**config.mk**
```make
export PLATFORM = sky130hd
export DESIGN_NAME = energy_beat_detector_flat
export DESIGN_NICKNAME = d
export VERILOG_FILES = /design/src/sv/ebd_pkg.sv /design/src/sv/ebd_ifs.sv /design/src/sv/energy_beat_detector.sv /design/src/sv/ebd_block_math.sv /design/src/flat_wrapper.sv
export SDC_FILE = /design/constraint.sdc
export NUM_CORES = 1
export LEC_CHECK = 0
export BUFFER_PORTS_ARGS = -buffer_cell sky130_fd_sc_hd__buf_2
export CAP_MARGIN = 40
export CORE_MARGIN = 3
export CORE_UTILIZATION = 30
export DETAILED_ROUTE_END_ITERATION = 16
export SYNTH_ARGS = -nofsm -noshare
export SYNTH_HDL_FRONTEND = slang
export SYNTH_SLANG_ARGS = --single-unit
```
**constraint.sdc**
```tcl
create_clock -name clk -period 9.1 [get_ports clk]
set_clock_uncertainty 0.1 [all_clocks]
set_input_delay 0 -clock clk [delete_from_list [all_inputs] [get_ports clk]]
set_output_delay 0 -clock clk [all_outputs]
set_load 0.005 [all_outputs]
```
**src/sv/ebd_pkg.sv**
```systemverilog
// Shared types, widths and register codes of the energy beat detector.
package ebd_pkg;

  localparam int MAX_BLOCK_SAMPLES_DEF = 4096;
  localparam int SAMPLE_BITS_DEF       = 16;

  localparam int CFG_IDX_W    = 2;
  localparam int CFG_DATA_W   = 16;
  localparam int WEIGHT_W     = 16;
  localparam int RATIO_W      = 10;
  localparam int RATIO_FRAC_W = 8;
  localparam int COOLDOWN_W   = 8;
  localparam int ENERGY_W     = 16;
  localparam int AVG_W        = 32;

  localparam logic [WEIGHT_W-1:0]   AVG_WEIGHT_RESET      = WEIGHT_W'(5243);
  localparam logic [RATIO_W-1:0]    THRESHOLD_RATIO_RESET = RATIO_W'(346);
  localparam logic [COOLDOWN_W-1:0] COOLDOWN_BLOCKS_RESET = COOLDOWN_W'(24);

  typedef enum logic [CFG_IDX_W-1:0] {
    REG_AVG_WEIGHT,
    REG_THRESHOLD_RATIO,
    REG_COOLDOWN_BLOCKS
  } ebd_reg_t;

  typedef enum logic [2:0] {
    ST_IDLE,
    ST_SQUARE,
    ST_ACCUM,
    ST_MATH,
    ST_EMIT
  } ebd_state_t;

  typedef enum logic [2:0] {
    MS_IDLE,
    MS_DIV,
    MS_SQRT,
    MS_AVG,
    MS_RATIO,
    MS_DECIDE
  } ebd_math_state_t;

  typedef struct packed {
    logic [WEIGHT_W-1:0]   weight;
    logic [RATIO_W-1:0]    ratio;
    logic [COOLDOWN_W-1:0] cooldown;
  } ebd_cfg_t;

  typedef struct packed {
    logic                beat;
    logic [ENERGY_W-1:0] energy;
    logic [ENERGY_W-1:0] average;
  } ebd_math_res_t;

endpackage

```
**src/sv/ebd_ifs.sv**
```systemverilog
// Request channels of the energy beat detector: samples, results, register writes.
interface ebd_sample_if #(
  parameter int SAMPLE_BITS = ebd_pkg::SAMPLE_BITS_DEF
);
  logic                          valid;
  logic                          ready;
  logic signed [SAMPLE_BITS-1:0] sample;
  logic                          last;

  modport source (output valid, output sample, output last, input ready);
  modport sink (input valid, input sample, input last, output ready);
endinterface

interface ebd_result_if;
  logic                          valid;
  logic                          ready;
  logic                          beat;
  logic [ebd_pkg::ENERGY_W-1:0]  energy;
  logic [ebd_pkg::ENERGY_W-1:0]  average;
  logic                          truncated;

  modport source (output valid, output beat, output energy, output average,
                  output truncated, input ready);
  modport sink (input valid, input beat, input energy, input average,
                input truncated, output ready);
endinterface

interface ebd_cfg_if;
  logic                           valid;
  logic                           ready;
  logic [ebd_pkg::CFG_IDX_W-1:0]  index;
  logic [ebd_pkg::CFG_DATA_W-1:0] data;

  modport source (output valid, output index, output data, input ready);
  modport sink (input valid, input index, input data, output ready);
endinterface

```
**src/sv/energy_beat_detector.sv**
```systemverilog
// Each audio sample is accepted, squared in a bit-serial squarer and then added into the
// block sum; no new sample is taken until that is done. A sample past the block bound is
// dropped in its accept cycle. The sample marked last then starts the end-of-block unit,
// which runs a restoring division, a square root, an average update, a threshold
// multiply and a decision step, in that order. One result per block sits in an output
// register; the next block's samples are taken while it waits.
module energy_beat_detector #(
  parameter int MAX_BLOCK_SAMPLES = ebd_pkg::MAX_BLOCK_SAMPLES_DEF,
  parameter int SAMPLE_BITS       = ebd_pkg::SAMPLE_BITS_DEF
) (
  input  logic    clk,
  input  logic    rst,
  ebd_cfg_if.sink cfg,
  ebd_sample_if.sink audio,
  ebd_result_if.source report
);
  import ebd_pkg::*;

  localparam int CNT_W     = $clog2(MAX_BLOCK_SAMPLES + 1);
  localparam int SQ_W      = 2*SAMPLE_BITS - 1;
  localparam int SUM_W     = 2*SAMPLE_BITS - 2 + CNT_W;
  localparam int SB        = SAMPLE_BITS;
  localparam int SQ_STEP_W = $clog2(SAMPLE_BITS + 1);
  localparam logic [CNT_W-1:0] COUNT_MAX = CNT_W'(MAX_BLOCK_SAMPLES);

  ebd_state_t state, state_next;

  ebd_cfg_t         cfg_regs;
  logic [SUM_W-1:0] square_sum;
  logic [CNT_W-1:0] sample_count;
  logic             overflow_seen;
  logic             trunc_block;
  logic             last_held;

  logic [SB-1:0]        mag, mag_a, mul_b;
  logic [SB:0]          sq_hi, sq_sum;
  logic [SB-1:0]        sq_lo;
  logic [SQ_STEP_W-1:0] sq_step;
  logic [2*SB:0]        sq_full;
  logic [SUM_W-1:0]     sum_add, math_sum;

  logic take, drop, accum, math_start, out_load;

  logic          math_done;
  ebd_math_res_t math_res;

  logic                out_valid, out_beat, out_trunc;
  logic [ENERGY_W-1:0] out_energy, out_average;

  assign mag     = audio.sample[SB-1] ? SB'(-audio.sample) : SB'(audio.sample);
  assign sq_sum  = sq_hi + (mul_b[0] ? {1'b0, mag_a} : '0);
  assign sq_full = {sq_hi, sq_lo};
  assign sum_add = square_sum + SUM_W'(sq_full[SQ_W-1:0]);
  assign math_sum = (state == ST_ACCUM) ? sum_add : square_sum;

  assign audio.ready = (state == ST_IDLE);
  assign cfg.ready   = 1'b1;

  assign report.valid     = out_valid;
  assign report.beat      = out_beat;
  assign report.energy    = out_energy;
  assign report.average   = out_average;
  assign report.truncated = out_trunc;

  ebd_block_math #(
    .MAX_BLOCK_SAMPLES (MAX_BLOCK_SAMPLES),
    .SAMPLE_BITS       (SAMPLE_BITS)
  ) u_math (
    .clk      (clk),
    .rst      (rst),
    .start    (math_start),
    .sum      (math_sum),
    .count    (sample_count),
    .cfg_regs (cfg_regs),
    .done     (math_done),
    .res      (math_res)
  );

  always_ff @(posedge clk) begin
    if (rst) begin
      state <= ST_IDLE;
    end else begin
      state <= state_next;
    end
  end

  always_comb begin
    state_next = state;
    take       = 1'b0;
    drop       = 1'b0;
    accum      = 1'b0;
    math_start = 1'b0;
    out_load   = 1'b0;
    unique case (state)
      ST_IDLE: begin
        if (audio.valid) begin
          if (sample_count < COUNT_MAX) begin
            take       = 1'b1;
            state_next = ST_SQUARE;
          end else begin
            drop = 1'b1;
            if (audio.last) begin
              math_start = 1'b1;
              state_next = ST_MATH;
            end
          end
        end
      end
      ST_SQUARE: begin
        if (sq_step == SQ_STEP_W'(1)) state_next = ST_ACCUM;
      end
      ST_ACCUM: begin
        accum = 1'b1;
        if (last_held) begin
          math_start = 1'b1;
          state_next = ST_MATH;
        end else begin
          state_next = ST_IDLE;
        end
      end
      ST_MATH: begin
        if (math_done) state_next = ST_EMIT;
      end
      ST_EMIT: begin
        if (!out_valid || report.ready) begin
          out_load   = 1'b1;
          state_next = ST_IDLE;
        end
      end
      default: state_next = ST_IDLE;
    endcase
  end

  always_ff @(posedge clk) begin
    if (rst) begin
      cfg_regs.weight   <= AVG_WEIGHT_RESET;
      cfg_regs.ratio    <= THRESHOLD_RATIO_RESET;
      cfg_regs.cooldown <= COOLDOWN_BLOCKS_RESET;
      square_sum        <= '0;
      sample_count      <= '0;
      overflow_seen     <= 1'b0;
      out_valid         <= 1'b0;
    end else begin
      if (cfg.valid) begin
        unique case (cfg.index)
          REG_AVG_WEIGHT:      cfg_regs.weight   <= cfg.data[WEIGHT_W-1:0];
          REG_THRESHOLD_RATIO: cfg_regs.ratio    <= cfg.data[RATIO_W-1:0];
          REG_COOLDOWN_BLOCKS: cfg_regs.cooldown <= cfg.data[COOLDOWN_W-1:0];
          default: ;
        endcase
      end
      if (math_start) begin
        square_sum    <= '0;
        sample_count  <= '0;
        overflow_seen <= 1'b0;
      end else begin
        if (take)  sample_count  <= sample_count + 1'b1;
        if (drop)  overflow_seen <= 1'b1;
        if (accum) square_sum    <= sum_add;
      end
      if (out_load) begin
        out_valid <= 1'b1;
      end else if (report.ready) begin
        out_valid <= 1'b0;
      end
    end
  end

  always_ff @(posedge clk) begin
    if (take) begin
      mag_a     <= mag;
      mul_b     <= mag;
      sq_hi     <= '0;
      sq_step   <= SQ_STEP_W'(SB);
      last_held <= audio.last;
    end else if (state == ST_SQUARE) begin
      sq_hi   <= {1'b0, sq_sum[SB:1]};
      sq_lo   <= {sq_sum[0], sq_lo[SB-1:1]};
      mul_b   <= mul_b >> 1;
      sq_step <= sq_step - 1'b1;
    end
    if (math_start) trunc_block <= overflow_seen | drop;
    if (out_load) begin
      out_beat    <= math_res.beat;
      out_energy  <= math_res.energy;
      out_average <= math_res.average;
      out_trunc   <= trunc_block;
    end
  end

endmodule

```
**src/sv/ebd_block_math.sv**
```systemverilog
// End-of-block arithmetic: serial divide, square root, moving average and beat decision.
module ebd_block_math #(
  parameter int MAX_BLOCK_SAMPLES = ebd_pkg::MAX_BLOCK_SAMPLES_DEF,
  parameter int SAMPLE_BITS       = ebd_pkg::SAMPLE_BITS_DEF
) (
  input  logic                                                  clk,
  input  logic                                                  rst,
  input  logic                                                  start,
  input  logic [2*SAMPLE_BITS-2+$clog2(MAX_BLOCK_SAMPLES+1)-1:0] sum,
  input  logic [$clog2(MAX_BLOCK_SAMPLES+1)-1:0]                count,
  input  ebd_pkg::ebd_cfg_t                                     cfg_regs,
  output logic                                                  done,
  output ebd_pkg::ebd_math_res_t                                res
);
  import ebd_pkg::*;

  localparam int CNT_W     = $clog2(MAX_BLOCK_SAMPLES + 1);
  localparam int SUM_W     = 2*SAMPLE_BITS - 2 + CNT_W;
  localparam int SB        = SAMPLE_BITS;
  localparam int AVG_STEPS = WEIGHT_W + 1;
  localparam int MAX_STEPS = (SUM_W > AVG_STEPS) ? SUM_W : AVG_STEPS;
  localparam int STEP_W    = $clog2(MAX_STEPS + 1);
  localparam int ACC_W     = AVG_W + 2;
  localparam int PROD_W    = AVG_W + RATIO_W;
  localparam int SHIFT_W   = WEIGHT_W + RATIO_FRAC_W;

  ebd_math_state_t mstate, mstate_next;

  logic [STEP_W-1:0]     step;
  logic [SUM_W-1:0]      dvd;
  logic [CNT_W-1:0]      divisor;
  logic [CNT_W-1:0]      rem;
  logic [2*SB-1:0]       rad;
  logic [SB-1:0]         srem;
  logic [SB-1:0]         root;
  logic [ACC_W-1:0]      hi;
  logic [RATIO_W-1:0]    lo;
  logic [WEIGHT_W:0]     c_sh;
  logic [WEIGHT_W-1:0]   w_sh;
  logic [RATIO_W-1:0]    r_sh;
  logic [AVG_W-1:0]      avg;
  logic [COOLDOWN_W-1:0] cooldown;
  logic                  beat;

  logic [CNT_W:0]             rem_sh, rem_diff;
  logic                       q_bit;
  logic [SB+1:0]              srem_sh, trial, s_diff;
  logic                       s_bit;
  logic [SB+ENERGY_W-1:0]     energy_wide;
  logic [ENERGY_W-1:0]        energy;
  logic [AVG_W-1:0]           e_scaled;
  logic [ACC_W-1:0]           avg_sum, rat_sum;
  logic [PROD_W-1:0]          prod, lhs;
  logic [COOLDOWN_W-1:0]      cd_dec;
  logic                       last_step;

  assign rem_sh   = {rem, dvd[SUM_W-1]};
  assign rem_diff = rem_sh - {1'b0, divisor};
  assign q_bit    = rem_sh >= {1'b0, divisor};

  assign srem_sh = {srem, rad[2*SB-1 -: 2]};
  assign trial   = {root, 2'b01};
  assign s_diff  = srem_sh - trial;
  assign s_bit   = srem_sh >= trial;

  assign energy_wide = {root, ENERGY_W'(0)} >> SB;
  assign energy      = energy_wide[ENERGY_W-1:0];
  assign e_scaled    = {energy, WEIGHT_W'(0)};

  assign avg_sum = hi + (c_sh[0] ? ACC_W'(avg) : '0) + (w_sh[0] ? ACC_W'(e_scaled) : '0);
  assign rat_sum = hi + (r_sh[0] ? ACC_W'(avg) : '0);

  assign prod   = {hi[AVG_W-1:0], lo};
  assign lhs    = PROD_W'({energy, SHIFT_W'(0)});
  assign cd_dec = (cooldown != '0) ? cooldown - 1'b1 : cooldown;

  assign last_step = (step == STEP_W'(1));

  assign res.beat    = beat;
  assign res.energy  = energy;
  assign res.average = avg[AVG_W-1 -: ENERGY_W];

  always_ff @(posedge clk) begin
    if (rst) begin
      mstate <= MS_IDLE;
    end else begin
      mstate <= mstate_next;
    end
  end

  always_comb begin
    mstate_next = mstate;
    done        = 1'b0;
    unique case (mstate)
      MS_IDLE: begin
        if (start) mstate_next = MS_DIV;
      end
      MS_DIV: begin
        if (last_step) mstate_next = MS_SQRT;
      end
      MS_SQRT: begin
        if (last_step) mstate_next = MS_AVG;
      end
      MS_AVG: begin
        if (last_step) mstate_next = MS_RATIO;
      end
      MS_RATIO: begin
        if (last_step) mstate_next = MS_DECIDE;
      end
      MS_DECIDE: begin
        done        = 1'b1;
        mstate_next = MS_IDLE;
      end
      default: mstate_next = MS_IDLE;
    endcase
  end

  always_ff @(posedge clk) begin
    if (rst) begin
      avg      <= '0;
      cooldown <= '0;
      beat     <= 1'b0;
    end else begin
      if (mstate == MS_AVG && last_step) avg <= avg_sum[AVG_W-1:0];
      if (mstate == MS_DECIDE) begin
        if (lhs > prod && cd_dec == '0) begin
          beat     <= 1'b1;
          cooldown <= cfg_regs.cooldown;
        end else begin
          beat     <= 1'b0;
          cooldown <= cd_dec;
        end
      end
    end
  end

  always_ff @(posedge clk) begin
    unique case (mstate)
      MS_IDLE: begin
        if (start) begin
          dvd     <= sum;
          divisor <= count;
          rem     <= '0;
          rad     <= '0;
          srem    <= '0;
          root    <= '0;
          step    <= STEP_W'(SUM_W);
        end
      end
      MS_DIV: begin
        dvd  <= dvd << 1;
        rem  <= q_bit ? rem_diff[CNT_W-1:0] : rem_sh[CNT_W-1:0];
        rad  <= {rad[2*SB-2:0], q_bit};
        step <= last_step ? STEP_W'(SB) : step - 1'b1;
      end
      MS_SQRT: begin
        rad  <= rad << 2;
        srem <= s_bit ? s_diff[SB-1:0] : srem_sh[SB-1:0];
        root <= {root[SB-2:0], s_bit};
        if (last_step) begin
          hi   <= '0;
          c_sh <= {1'b1, WEIGHT_W'(0)} - {1'b0, cfg_regs.weight};
          w_sh <= cfg_regs.weight;
          step <= STEP_W'(AVG_STEPS);
        end else begin
          step <= step - 1'b1;
        end
      end
      MS_AVG: begin
        c_sh <= c_sh >> 1;
        w_sh <= w_sh >> 1;
        if (last_step) begin
          hi   <= '0;
          r_sh <= cfg_regs.ratio;
          step <= STEP_W'(RATIO_W);
        end else begin
          hi   <= {1'b0, avg_sum[ACC_W-1:1]};
          step <= step - 1'b1;
        end
      end
      MS_RATIO: begin
        hi   <= {1'b0, rat_sum[ACC_W-1:1]};
        lo   <= {rat_sum[0], lo[RATIO_W-1:1]};
        r_sh <= r_sh >> 1;
        step <= step - 1'b1;
      end
      MS_DECIDE: begin
        step <= '0;
      end
      default: step <= '0;
    endcase
  end

endmodule
```
**src/flat_wrapper.sv**
```systemverilog
// flat-port wrapper written by rule: the top's interface ports become plain ports
module energy_beat_detector_flat import ebd_pkg::*;
#(
  parameter int MAX_BLOCK_SAMPLES = ebd_pkg::MAX_BLOCK_SAMPLES_DEF,
  parameter int SAMPLE_BITS       = ebd_pkg::SAMPLE_BITS_DEF
)
  (clk, rst, cfg_valid, cfg_index, cfg_data, cfg_ready, audio_valid, audio_sample, audio_last, audio_ready, report_valid, report_beat, report_energy, report_average, report_truncated, report_ready);
  ebd_cfg_if cfg_i ();
  ebd_sample_if #(.SAMPLE_BITS(SAMPLE_BITS)) audio_i ();
  ebd_result_if report_i ();
  input  logic clk;
  input  logic rst;
  input wire logic [$bits(cfg_i.valid)-1:0] cfg_valid;
  input wire logic [$bits(cfg_i.index)-1:0] cfg_index;
  input wire logic [$bits(cfg_i.data)-1:0] cfg_data;
  output wire logic [$bits(cfg_i.ready)-1:0] cfg_ready;
  input wire logic [$bits(audio_i.valid)-1:0] audio_valid;
  input wire logic [$bits(audio_i.sample)-1:0] audio_sample;
  input wire logic [$bits(audio_i.last)-1:0] audio_last;
  output wire logic [$bits(audio_i.ready)-1:0] audio_ready;
  output wire logic [$bits(report_i.valid)-1:0] report_valid;
  output wire logic [$bits(report_i.beat)-1:0] report_beat;
  output wire logic [$bits(report_i.energy)-1:0] report_energy;
  output wire logic [$bits(report_i.average)-1:0] report_average;
  output wire logic [$bits(report_i.truncated)-1:0] report_truncated;
  input wire logic [$bits(report_i.ready)-1:0] report_ready;
  assign cfg_i.valid = cfg_valid;
  assign cfg_i.index = cfg_index;
  assign cfg_i.data = cfg_data;
  assign cfg_ready = cfg_i.ready;
  assign audio_i.valid = audio_valid;
  assign audio_i.sample = audio_sample;
  assign audio_i.last = audio_last;
  assign audio_ready = audio_i.ready;
  assign report_valid = report_i.valid;
  assign report_beat = report_i.beat;
  assign report_energy = report_i.energy;
  assign report_average = report_i.average;
  assign report_truncated = report_i.truncated;
  assign report_i.ready = report_ready;
  energy_beat_detector #(.MAX_BLOCK_SAMPLES(MAX_BLOCK_SAMPLES), .SAMPLE_BITS(SAMPLE_BITS)) u_core (.clk(clk), .rst(rst), .cfg(cfg_i), .audio(audio_i), .report(report_i));
endmodule
```
==> results.json <==
{
  "outcome": "completed",
  "synthFlopType": "edfxtp_1",
  "setup_viol": 0,
  "overflow": 0,
  "p_per_area_mw_per_mm2": 222,
  "rows": 109,
  "grt_pass1_vias": 20600,
  "antenna_found_initial": 3,
  "final_hold_viol_count": 0,
  "vias_per_cell": 4.92,
  "maxCapViolations": 0,
  "fillers": 8988,
  "fmax_ghz": 0.234,
  "htreeDepth": 2,
  "wl_per_cell_um": 15.5,
  "drt_pass1_iterations": 5,
  "synth_area_mm2": 0.0269,
  "routed_wirelength_um": 64600,
  "synth.distinct_cells": 81,
  "dp_hpwl_um": 44800,
  "yosys_warnings": 0,
  "r2r-start": "u_core.u_math.w_sh[0]",
  "ys_async_sr_fraction": 0,
  "area_growth_pct": 16.8,
  "portBuffers": 75,
  "final_cell_mix": "nand2_1, edfxtp_1, nor2_1",
  "crit_path_start_kind": "flop",
  "place_ws_ns": 4.89,
  "period_needed_ns": 4.28,
  "ir_drop_v": 0.000147,
  "die_y_um": 305,
  "synth_edf_count": 309,
  "path_class": "reg -> reg",
  "cts_sinks": 469,
  "crit_arrival_ns": 4.57,
  "gp_congestion": 0.896,
  "timing.rr.end": "u_core.u_math.hi[29]",
  "dp_cells": 3984,
  "cp_num_buf_inv": 1,
  "min_to": "u_core.mag_a[0]",
  "die_w_um": 305,
  "nets": 3192,
  "cpLargestDelayFamily": "compound AO/OA/AOI/OAI gates",
  "r2r_slack_ns": 4.82,
  "critPathCaptureType": "flop",
  "drtAntennaViolNets": 0,
  "fin_tns_setup_ns": 0,
  "cp_cell_sequence": "nand2_1 -> fa_1 -> inv_1 -> ha_1 -> a21o_1 -> a21oi_1 -> o2bb2ai_1 -> nor2_1 -> a41o_1 -> a211oi_1 -> a2bb2oi_1 -> nor2b_1 -> xnor2_1 -> a22o_1",
  "slowest_delay_ns": 0.76,
  "avgSynthCellArea_um2": 9.51,
  "finalCritPeriodShare": 0.471,
  "post-route-util": 0.355,
  "ioPinCount": 77,
  "drc": 0,
  "drv_slew": 0,
  "synth-seq-cells": 469,
  "crit_slowest_cell": "edfxtp_1",
  "hold_path.startpoint": "audio_sample[0]",
  "clk_latency_ns": 0.63,
  "ys_seq_area_frac": 0.464,
  "drt_iter0_drc": 1262,
  "num_vias": 20500,
  "grt_pass1_wl_um": 107000,
  "grtUsageTotal": 0.138,
  "drive_gt1_frac": 0.0792,
  "core_area_mm2": 0.0886,
  "syn_nets": 3072,
  "reg2regPathDepth": 14,
  "tritoncts": "built",
  "finalPower_mw": 6.98,
  "hold_class": "in -> reg",
  "cts_buffers": 55,
  "cts_buffer_depth": 3,
  "grt_max_degree": 77,
  "cts_root_buffer": "clkbuf_16",
  "initial_utilization": 0.303,
  "min_path_cells": 2,
  "final_cells": 4162,
  "relSlewSlack": 0.449,
  "worst_pin_slew_ns": 0.827,
  "p_leak_nw": 12.8,
  "layout_commonest_cell": "nand2_1",
  "finalWorstSetupSlack_ns": 4.82,
  "rsz0062_at_grt": "false",
  "clk_pin_slew_ns": 0.07,
  "cp_max_fo": 16,
  "post-cts-setup-buffers": 0,
  "netlist_instances": 2828,
  "dieArea_mm2": 0.0933,
  "cp_data_required_time_ns": 9.39
}
cell usage after synthesis (74+ instances only):
| cell type | n | area, µm² |
|---|---|---|
| a21o_1 | 77 | 578 |
| a21oi_1 | 250 | 1250 |
| and2_1 | 76 | 475 |
| clkbuf_1 | 106 | 398 |
| dfxtp_1 | 160 | 3200 |
| edfxtp_1 | 309 | 9280 |
| ha_1 | 183 | 2290 |
| inv_1 | 145 | 544 |
| nand2_1 | 402 | 1510 |
| nor2_1 | 274 | 1030 |
| o21ai_0 | 114 | 571 |
| xnor2_1 | 99 | 867 |
| xor2_1 | 74 | 648 |
repair_timing:
item | CTS | global route
endpoints found under the hold margin | 114 | 0
hold buffers | 72 | 0
gates resized for setup | 0 | 0
cell type report:
class | instances | area (µm²) | share of cell area
Clock inverter | 32 | 469 | 0.0149
Tap cell | 1165 | 1460 | 0.0464
Timing Repair Buffer | 179 | 1410 | 0.0449
Multi-Input combinational cell | 2097 | 13500 | 0.429
Antenna cell | 3 | 7.51 | 0.000239
Sequential cell | 469 | 12500 | 0.397
Inverter | 146 | 548 | 0.0174
Clock buffer | 71 | 1570 | 0.0500
metrics by stage:
step           hold WS [ns]  area [µm²]
6_report             0.0643       31400
5_1_grt              0.0492       31400
4_1_cts              0.0270       31400
3_5_place_dp          0.124       28700
3_3_place_gp          0.111       28500
2_1_floorplan      -0.00113       26900
cell families after synthesis:
family,synth area share
and+or+nand+nor,0.172
AOI/OAI and AO/OA,0.155
DFF,0.464
buffers and inverters,0.0371
adders and majority gates,0.101
xor gates and xnor gates,0.0563
muxes,0.0142
other,0.000139
worst max path at each step:
stage / depth (start not counted) / from / slack (ns) / endpoint
6_report: 14 / u_core.u_math.w_sh[0] / 4.82 / u_core.u_math.hi[29]
5_1_grt: 14 / u_core.u_math.w_sh[0] / 4.56 / u_core.u_math.hi[29]
4_1_cts: 14 / u_core.u_math.w_sh[0] / 4.89 / u_core.u_math.hi[29]
3_5_place_dp: 14 / u_core.u_math.w_sh[0] / 4.89 / u_core.u_math.hi[29]
3_3_place_gp: 14 / u_core.u_math.w_sh[0] / 4.94 / u_core.u_math.hi[29]
2_1_floorplan: 4 / u_core.u_math.step[2] / 4.36 / u_core.u_math.hi[0]
power breakdown:
part | switching (mW) | internal (mW) | total [mW]
registers | 0.179 | 2.69 | 2.87
logic | 1.01 | 0.638 | 1.65
clock network | 0.947 | 1.51 | 2.46
total | 2.14 | 4.84 | 6.98
sequential cells by signal, indices dropped and copies added, names as in the netlist, 13 cells and up:
name                   count
u_core.cfg_regs           34
u_core.mag_a              16
u_core.mul_b              16
u_core.report.average     16
u_core.report.energy      16
u_core.sample_count       13
u_core.sq_hi              16
u_core.sq_lo              16
u_core.square_sum         43
u_core.u_math.avg         32
u_core.u_math.c_sh        17
u_core.u_math.divisor     13
u_core.u_math.dvd         43
u_core.u_math.energy      16
u_core.u_math.hi          33
u_core.u_math.rad         32
u_core.u_math.rem         13
u_core.u_math.srem        16
u_core.u_math.w_sh        16
layer usage:
metal  GRT usage  wire length, µm  up-vias
met5           0                7        -
met4      0.0383             1580        2
met3      0.0213             2690      107
met2       0.235            30400      358
met1       0.181            29900     9722
li1            -                -    10300
Power figures use the tool's default switching activity.
